--- src/design/ipc_pkg.sv ---
// Package for the integer partition counter.
// Holds status codes, field widths and the term control type.
// No dependencies.
package ipc_pkg;

  // Width of the request field
  localparam int N_W = 10;

  // Width of the status field
  localparam int STATUS_W = 2;

  // Guard bits on top of the value width in the signed accumulator
  localparam int ACC_GUARD = 9;

  // Result status codes
  localparam logic [STATUS_W-1:0] ST_OK           = 2'd0;
  localparam logic [STATUS_W-1:0] ST_RANGE        = 2'd1;
  localparam logic [STATUS_W-1:0] ST_OVERFLOW     = 2'd2;
  localparam logic [STATUS_W-1:0] ST_NOT_POSITIVE = 2'd3;

  // One recurrence term, issued alongside its table read
  typedef struct packed {
    logic valid;  // term contributes
    logic one;    // offset equals m: contributes 1, no table read
    logic neg;    // even k: subtract
  } ipc_term_t;

endpackage

--- src/design/ipc_accum.sv ---
// Signed accumulator for the pentagonal recurrence of one table entry.
// Registers each issued term so it lines up with its table read data in the next cycle.
// Depends on ipc_pkg.
module ipc_accum #(
  parameter int VALUE_BITS = 64
) (
  input  logic                                    clk,
  input  logic                                    rst_n,
  input  logic                                    clear,
  input  ipc_pkg::ipc_term_t                      term,
  input  logic [VALUE_BITS-1:0]                   rd_value,
  input  logic                                    rd_mark,
  output logic [VALUE_BITS+ipc_pkg::ACC_GUARD-1:0] acc,
  output logic                                    marked
);

  localparam int ACC_W = VALUE_BITS + ipc_pkg::ACC_GUARD;

  ipc_pkg::ipc_term_t term_r;
  logic [ACC_W-1:0]   acc_r;
  logic [ACC_W-1:0]   acc_nxt;
  logic               marked_r;
  logic [ACC_W-1:0]   addend;

  always_comb begin
    addend  = term_r.one ? ACC_W'(1) : ACC_W'(rd_value);
    acc_nxt = term_r.neg ? (acc_r - addend) : (acc_r + addend);
  end

  always_ff @(posedge clk) begin
    if (!rst_n || clear) begin
      term_r   <= '0;
      acc_r    <= '0;
      marked_r <= 1'b0;
    end else begin
      term_r <= term;
      if (term_r.valid) begin
        acc_r <= acc_nxt;
        if (!term_r.one && rd_mark) begin
          marked_r <= 1'b1;
        end
      end
    end
  end

  assign acc    = acc_r;
  assign marked = marked_r;

endmodule

--- config.mk ---
export PLATFORM = sky130hd
export DESIGN_NAME = ipc_accum
export DESIGN_NICKNAME = d
export VERILOG_FILES = /design/src/design/ipc_pkg.sv /design/src/design/ipc_accum.sv
export SDC_FILE = /design/constraint.sdc
export NUM_CORES = 1
export LEC_CHECK = 0
export ABC_AREA = 1
export BUFFER_PORTS_ARGS = -buffer_cell sky130_fd_sc_hd__buf_4
export CAP_MARGIN = 15
export CELL_PAD_IN_SITES_DETAIL_PLACEMENT = 0
export CELL_PAD_IN_SITES_GLOBAL_PLACEMENT = 1
export CORE_ASPECT_RATIO = 0.8
export CORE_MARGIN = 2
export CORE_UTILIZATION = 42
export CTS_CLUSTER_DIAMETER = 120
export DETAILED_ROUTE_END_ITERATION = 10
export PLACE_DENSITY = 0.91
export SLEW_MARGIN = 20
export SYNTH_ARGS = -nofsm -noshare
export SYNTH_HDL_FRONTEND = slang
export SYNTH_SLANG_ARGS = --single-unit
--- constraint.sdc ---
create_clock -name clk -period 6.1 [get_ports clk]
set_input_delay 0.305 -clock clk [delete_from_list [all_inputs] [get_ports clk]]
set_output_delay 0.305 -clock clk [all_outputs]
set_load 0.03 [all_outputs]
==> results.tsv, run 1 <==
metric	value	unit
status	completed	
pin count of the biggest net entering global routing	65	
Hold Crit Start	term[2]	
hold_ws	0.153	ns
1st-pass router iterations	7	
post-route minimum period	4.69	ns
RSZ-0062 raised after global routing	false	
CTS H-tree lvls	3	
post-route ant nets	0	
Boundary Pins	145	
Hold-fix buffers, CTS	0	
critical path startpoint category	flop	
worst path required time	6.37	ns
die height	153	um
DRC Markers	0	
Syn Inst Count	2212	
yosys warns	0	
layout cell share with drive strength beyond 1	9.25	%
vias in the first global route	12600	
worst slew pin tran	0.969	ns
crit path max fanout	43	
Iteration-0 DRC Markers	1629	
Crit Path Category	reg2reg	
initial cell density of the core	42.6	%
min-delay worst type	in2reg	
width of the chip	190	um
Post-DP HPWL	41.7	mm
final std cells w/o fill	2700	
met2 wire length	17.5	mm
vias per cell	5.14	
wirelength, routed	49.3	mm
peak supply drop	0.137	mV
P_leak	7.56	nW
setup TNS	0	ns
first-pass GRT wire length	73.1	mm
multi-input logic area	8210	um2
wire length on met1	25.7	mm
GRT Total Usage	33.6	%
clk_skew	0.0125	ns
final net count	2476	
highest metal used	met4	
IO buf count	144	
Reg clk slew, reported paths	0.07	ns
DP Area	13000	um2
Die Footprint	29000	um2
CTS buffer count	9	
DR WL/cell	18.3	um
Setup Fix Bufs, Post-CTS	0	
Skew-Pair Late Insertion Delay	0.37	ns
Inst Count DP	2684	
Root Buffer	clkbuf_16	
Power Total	1.77	mW
Max Fclk	213	MHz
diodes inserted	0	
FF/Latch Area	1550	um2
WL met3	5.39	mm
Setup-failing EPs final	0	
R2R Path Start	term_r[1]$_SDFF_PP0_	
gpl congestion	1.01	
row count	54	
Hold Fails Final Rpt	0	
Post-Synthesis Net Count	2357	
CP endpoint kind	flop	
Worst Path Arrival	4.96	ns
area grow syn2layout	14.2	%
Power per Cell Area	134	nW/um2
post-synthesis sequential area ratio	13.3	%
clk sinks	77	
Longest Clk Path Bufs	2	
post-synthesis cell type count	47	
R2R setup slack	1.41	ns
initial antenna violation count	0	
Mapped Area	11600	um2
Congestion Overflow GR	0	
flops & latches, synth	77	
Slew headroom	35.2	%
Max Cap Violations	0	
fillcell total	3077	
vias	13900	
syn_area_per_cell	5.24	um2
core box area	27200	um2
Final Cell Area	13200	um2
post-route clock period utilization	76.9	%
CTS-repair resized insts	0	
Critical Path Start	term_r[1]$_SDFF_PP0_	
fin. max-slew vios	0	
CTS tree	yes	
[metrics by stage]
stage	utilization [%]	worst slack (ns)
2_1_floorplan	-	2.28
3_3_place_gp	47.6	1.58
3_5_place_dp	47.6	1.54
4_1_cts	48.7	1.52
5_1_grt	48.7	0.991
6_report	48.7	1.41
[sequential cells by signal (all words and copies together), names as in the netlist]
name,flops
acc,73
marked,1
term_r,3
[area by class of cell]
cell class,count,share of cell area [%]
multi-input combinational,1662,61.9
inverter,430,12.2
sequential,77,11.7
timing repair buffer,151,8.56
tap,364,3.44
clock buffer,10,1.73
clock inverter,6,0.482
[per-layer routing]
layer	global-route usage, %	vias to the layer above
met1	54.7	6219
met4	6.39	0
li1	-	6986
met5	0	-
met3	7.51	42
met2	43.5	644
[final timing paths]
kind	end	depth (start not counted)
hold / removal	term_r[2]$_SDFF_PP0_	3
hold reg to reg	marked$_SDFFE_PP0P_	2
setup reg to reg	acc[64]$_SDFFE_PP0P_	26
setup / recovery	acc[64]$_SDFFE_PP0P_	26
[Yosys cell counts (all sizes together)]
library cell  count  area share [%]
clkbuf           23            0.74
o21bai            8            0.52
a21o              1           0.065
a21oi           106             4.7
nand4             8            0.54
inv             430              14
nand3b            3            0.19
buf              20             1.3
a31oi             1           0.054
xnor2            27             2.0
and2              6            0.32
o21a              1           0.065
nand3           120             5.4
o21ai           135             6.1
o31ai             3            0.24
nor4              4            0.22
nor2            355              12
xor2             72             5.4
fa                1            0.17
nor3             30             1.7
dfxtp            77              13
a21boi            1           0.065
ha               73             7.9
o211ai            1           0.065
nand2b            2            0.11
nand2           700              23
a41oi             1           0.076
or2               3            0.16
[cell usage in the layout, fill, tap and decap left out, types with 8 or more instances in the layout]
cell,Yosys,layout
nand2_1,687,687
nor3_1,23,23
buf_4,2,151
nand2_2,10,10
nand3_1,115,115
xor2_1,72,72
inv_1,428,427
o21bai_1,8,8
o21ai_0,120,120
ha_1,73,73
o21ai_1,9,9
dfxtp_1,77,76
clkbuf_16,0,9
a21oi_1,103,103
xnor2_1,27,27
nor2_1,348,348
[worst max-delay path, stage by stage (launching register included)]
cell and delay (ns):
dfxtp_1 0.33, inv_2 0.15, buf_4 0.36, nand2_1 0.22, inv_1 0.10, ha_1 0.18
nand3_1 0.10, nor2_1 0.15, nand2_2 0.12, nor2_1 0.14, nand2_1 0.10, nand2_1 0.12
o21ai_0 0.21, nor2_1 0.21, xnor2_1 0.20, ha_1 0.43, nand2_1 0.13, nor2_1 0.24
inv_1 0.10, nor2_1 0.19, inv_1 0.12, nor4_1 0.19, nand2_1 0.17, nand3_1 0.10
nand3_1 0.08, nand2_1 0.08, inv_1 0.03
[report_power, final]
part	switching (mW)	internal [mW]	total (mW)
clock	0.272	0.317	0.589
sequential	0.0203	0.514	0.535
combinational	0.443	0.207	0.649
[cell families (layout without fill, tap and decap cells)]
| group | after synthesis | after routing | synth area share, % |
|---|---|---|---|
| buf+inv | 473 | 597 | 16.0 |
| compound gates | 258 | 258 | 11.9 |
| simple gates | 1231 | 1231 | 43.3 |
| xor+xnor | 99 | 99 | 7.48 |
| flops | 77 | 77 | 13.3 |
| fa+ha+maj | 74 | 74 | 8.05 |
Note: power is estimated with default switching activity, not from simulation.
==> inputs of run 2 (changes only) <==
--- a/config.mk
+++ b/config.mk
@@ -12,10 +12,10 @@
 export CELL_PAD_IN_SITES_GLOBAL_PLACEMENT = 1
 export CORE_ASPECT_RATIO = 0.8
 export CORE_MARGIN = 2
-export CORE_UTILIZATION = 42
+export CORE_UTILIZATION = 36
 export CTS_CLUSTER_DIAMETER = 120
 export DETAILED_ROUTE_END_ITERATION = 10
-export PLACE_DENSITY = 0.91
+export PLACE_DENSITY = 0.83
 export SLEW_MARGIN = 20
 export SYNTH_ARGS = -nofsm -noshare
 export SYNTH_HDL_FRONTEND = slang
==> constraint.sdc (replaced) <==
create_clock -name clk -period 4.1 [get_ports clk]
set_input_delay 0.205 -clock clk [delete_from_list [all_inputs] [get_ports clk]]
set_output_delay 0.205 -clock clk [all_outputs]
set_load 0.03 [all_outputs]
==> run 2 against run 1 <==
Critical path depth down 3. Hold slack got worse by 0.11 ns. First-iteration DRC count fell by 21%. Total power rose by 51%. Clock-buffer cell count down 1. Critical path type unchanged. Via count grew 0.55%. Register-to-register slack worse by 1.2 ns. Wire length up 0.32%.
==> results.tsv, run 2 (same netlist as run 1, synthesis figures left out) <==
metric	value	unit	change
Reg clk slew, reported paths	0.08	ns	was 0.07 ns
WL met3	4.46	mm	was 5.39 mm
CTS tree	yes		unchanged
Root Buffer	clkbuf_16		unchanged
Post-DP HPWL	41.9	mm	was 41.7 mm
vias per cell	4.99		was 5.14
Max Cap Violations	0		unchanged
CP endpoint kind	flop		unchanged
initial cell density of the core	36.7	%	was 42.6%
post-route clock period utilization	94.3	%	was 76.9%
Crit Path Category	reg2reg		unchanged
1st-pass router iterations	8		was 7
diodes inserted	0		unchanged
clk sinks	77		unchanged
vias	14000		was 13,900
area grow syn2layout	21.2	%	was 14.2%
highest metal used	met4		unchanged
R2R setup slack	0.23	ns	was 1.41 ns
Setup-failing EPs final	0		unchanged
DR WL/cell	17.7	um	was 18.3 um
Hold-fix buffers, CTS	0		unchanged
met2 wire length	18.5	mm	was 17.5 mm
worst slew pin tran	1.15	ns	was 0.969 ns
clk_skew	0.0209	ns	was 0.0125 ns
Longest Clk Path Bufs	2		unchanged
WHS Path Cells	3		unchanged
CTS buffer count	9		unchanged
fillcell total	3541		was 3,077
most common cell after layout, fill and taps aside	nand2_1		unchanged
layout cell share with drive strength beyond 1	14.7	%	was 9.25%
most frequent cells in the layout	671 x nand2_1, 423 x inv_1, 324 x nor2_1		was 687 x nand2_1, 427 x inv_1, 348 x nor2_1
CTS H-tree lvls	3		unchanged
Congestion Overflow GR	0		unchanged
fin. max-slew vios	0		unchanged
worst path required time	4.36	ns	was 6.37 ns
crit path max fanout	49		was 43
post-route minimum period	3.87	ns	was 4.69 ns
hold_ws	0.0446	ns	was 0.153 ns
Hold Fails Final Rpt	0		unchanged
vias in the first global route	12400		was 12,600
Worst Path Arrival	4.13	ns	was 4.96 ns
Slew headroom	23.3	%	was 35.2%
die height	165	um	was 153 um
Max Fclk	259	MHz	was 213 MHz
Inst Count DP	2783		was 2,684
r2r endpoint	acc[64]$_SDFFE_PP0P_		unchanged
GRT Total Usage	29.1	%	was 33.6%
width of the chip	205	um	was 190 um
peak supply drop	0.200	mV	was 0.137 mV
critical path startpoint category	flop		unchanged
initial antenna violation count	0		unchanged
DRC Markers	0		unchanged
final std cells w/o fill	2802		was 2,700
final net count	2522		was 2,476
Hold Crit Start	term[1]		was term[2]
gpl congestion	0.953		was 1.01
core box area	31600	um2	was 27,200 um2
status	completed		unchanged
Power per Cell Area	191	nW/um2	was 134 nW/um2
row count	58		was 54
Hold EP	term_r[1]$_SDFF_PP0_		was term_r[2]$_SDFF_PP0_
Skew-Pair Late Insertion Delay	0.38	ns	was 0.37 ns
Die Footprint	33700	um2	was 29,000 um2
R2R Path Start	term_r[1]$_SDFF_PP0_		unchanged
post-route ant nets	0		unchanged
first-pass GRT wire length	73.2	mm	was 73.1 mm
min-delay worst type	in2reg		unchanged
Worst R2R Path Depth	23		was 26
max reg flops	73		unchanged
P_leak	7.77	nW	was 7.56 nW
Iteration-0 DRC Markers	1292		was 1,629
pin count of the biggest net entering global routing	79		was 65
Boundary Pins	145		unchanged
IO buf count	144		unchanged
RSZ-0062 raised after global routing	true		was false
wire length on met1	26.1	mm	was 25.7 mm
wirelength, routed	49.5	mm	was 49.3 mm
==> run 2: routing by layer <==
layer	global-route usage (%)	vias to the layer above
li1	-	7076
met4	3.75	0
met2	38.9	524
met3	5.72	25
met1	47.3	6343
met5	0	-
==> run 2: cell type report <==
cell class	instances	area (um2)	area share (%)
clock buffer	9	225	1.60
timing repair buffer	197	1490	10.6
multi-input combinational	1662	8590	61.1
tap	420	526	3.74
clock inverter	7	58.8	0.418
sequential	77	1550	11.0
inverter	430	1620	11.5
==> run 2: per-stage QoR <==
| step | setup TNS [ns] | utilization (%) | area, um2 | total power, mW | worst slack, ns |
|---|---|---|---|---|---|
| after detailed placement | -0.180 | 42.3 | 13400 | 1.78 | -0.0770 |
| after global routing | -0.0878 | 44.5 | 14100 | 2.81 | -0.0308 |
| after global placement | -0.797 | 42.3 | 13400 | 1.78 | -0.123 |
| final | 0 | 44.5 | 14100 | 2.68 | 0.233 |
| after CTS | 0 | 43.2 | 13600 | 2.62 | 0.0316 |
| after floorplan | 0 | - | 11600 | 1.41 | 0.278 |
==> run 2: worst max-delay path by stage <==
stage | start | to | slack (ns) | cells after the start
after floorplan | term_r[1]$_SDFF_PP0_ | acc[64]$_SDFFE_PP0P_ | 0.28 | 29
after global placement | term_r[1]$_SDFF_PP0_ | acc[60]$_SDFFE_PP0P_ | -0.12 | 24
after detailed placement | term_r[1]$_SDFF_PP0_ | acc[60]$_SDFFE_PP0P_ | -0.08 | 24
after CTS | term_r[1]$_SDFF_PP0_ | acc[71]$_SDFFE_PP0P_ | 0.03 | 24
after global routing | term_r[1]$_SDFF_PP0_ | acc[66]$_SDFFE_PP0P_ | -0.03 | 26
final | term_r[1]$_SDFF_PP0_ | acc[64]$_SDFFE_PP0P_ | 0.23 | 23
==> run 2: what timing repair did <==
| item | in CTS | in global routing |
|---|---|---|
| resized for setup | 2 | 107 |
| gates cloned | 0 | 0 |
| pin swaps | 0 | 12 |
| setup endpoints to repair | 12 | 42 |
| setup buffers | 0 | 3 |
==> run 2: where the power goes <==
part	leakage [nW]	internal, mW	switching [mW]
sequential	0.625	0.765	0.0294
clock	0.140	0.422	0.431
combinational	7.01	0.353	0.680
total	7.77	1.54	1.14
==> run 2: worst max-delay path: stages, from the launching register on <==
cell      delay [ns]
dfxtp_2         0.36
inv_4           0.07
buf_12          0.17
buf_4           0.16
nand2_1         0.19
nand4_1         0.22
nor4_2          0.24
buf_4           0.17
nand3b_1        0.15
xor2_1          0.18
nand2_1         0.06
nand2_1         0.10
ha_2            0.39
nand2_1         0.13
nor2_2          0.17
inv_1           0.10
nor2_1          0.21
inv_1           0.09
nor4_1          0.20
nand2_1         0.11
nand3_1         0.07
nand3_1         0.07
nand2_1         0.09
inv_1           0.04
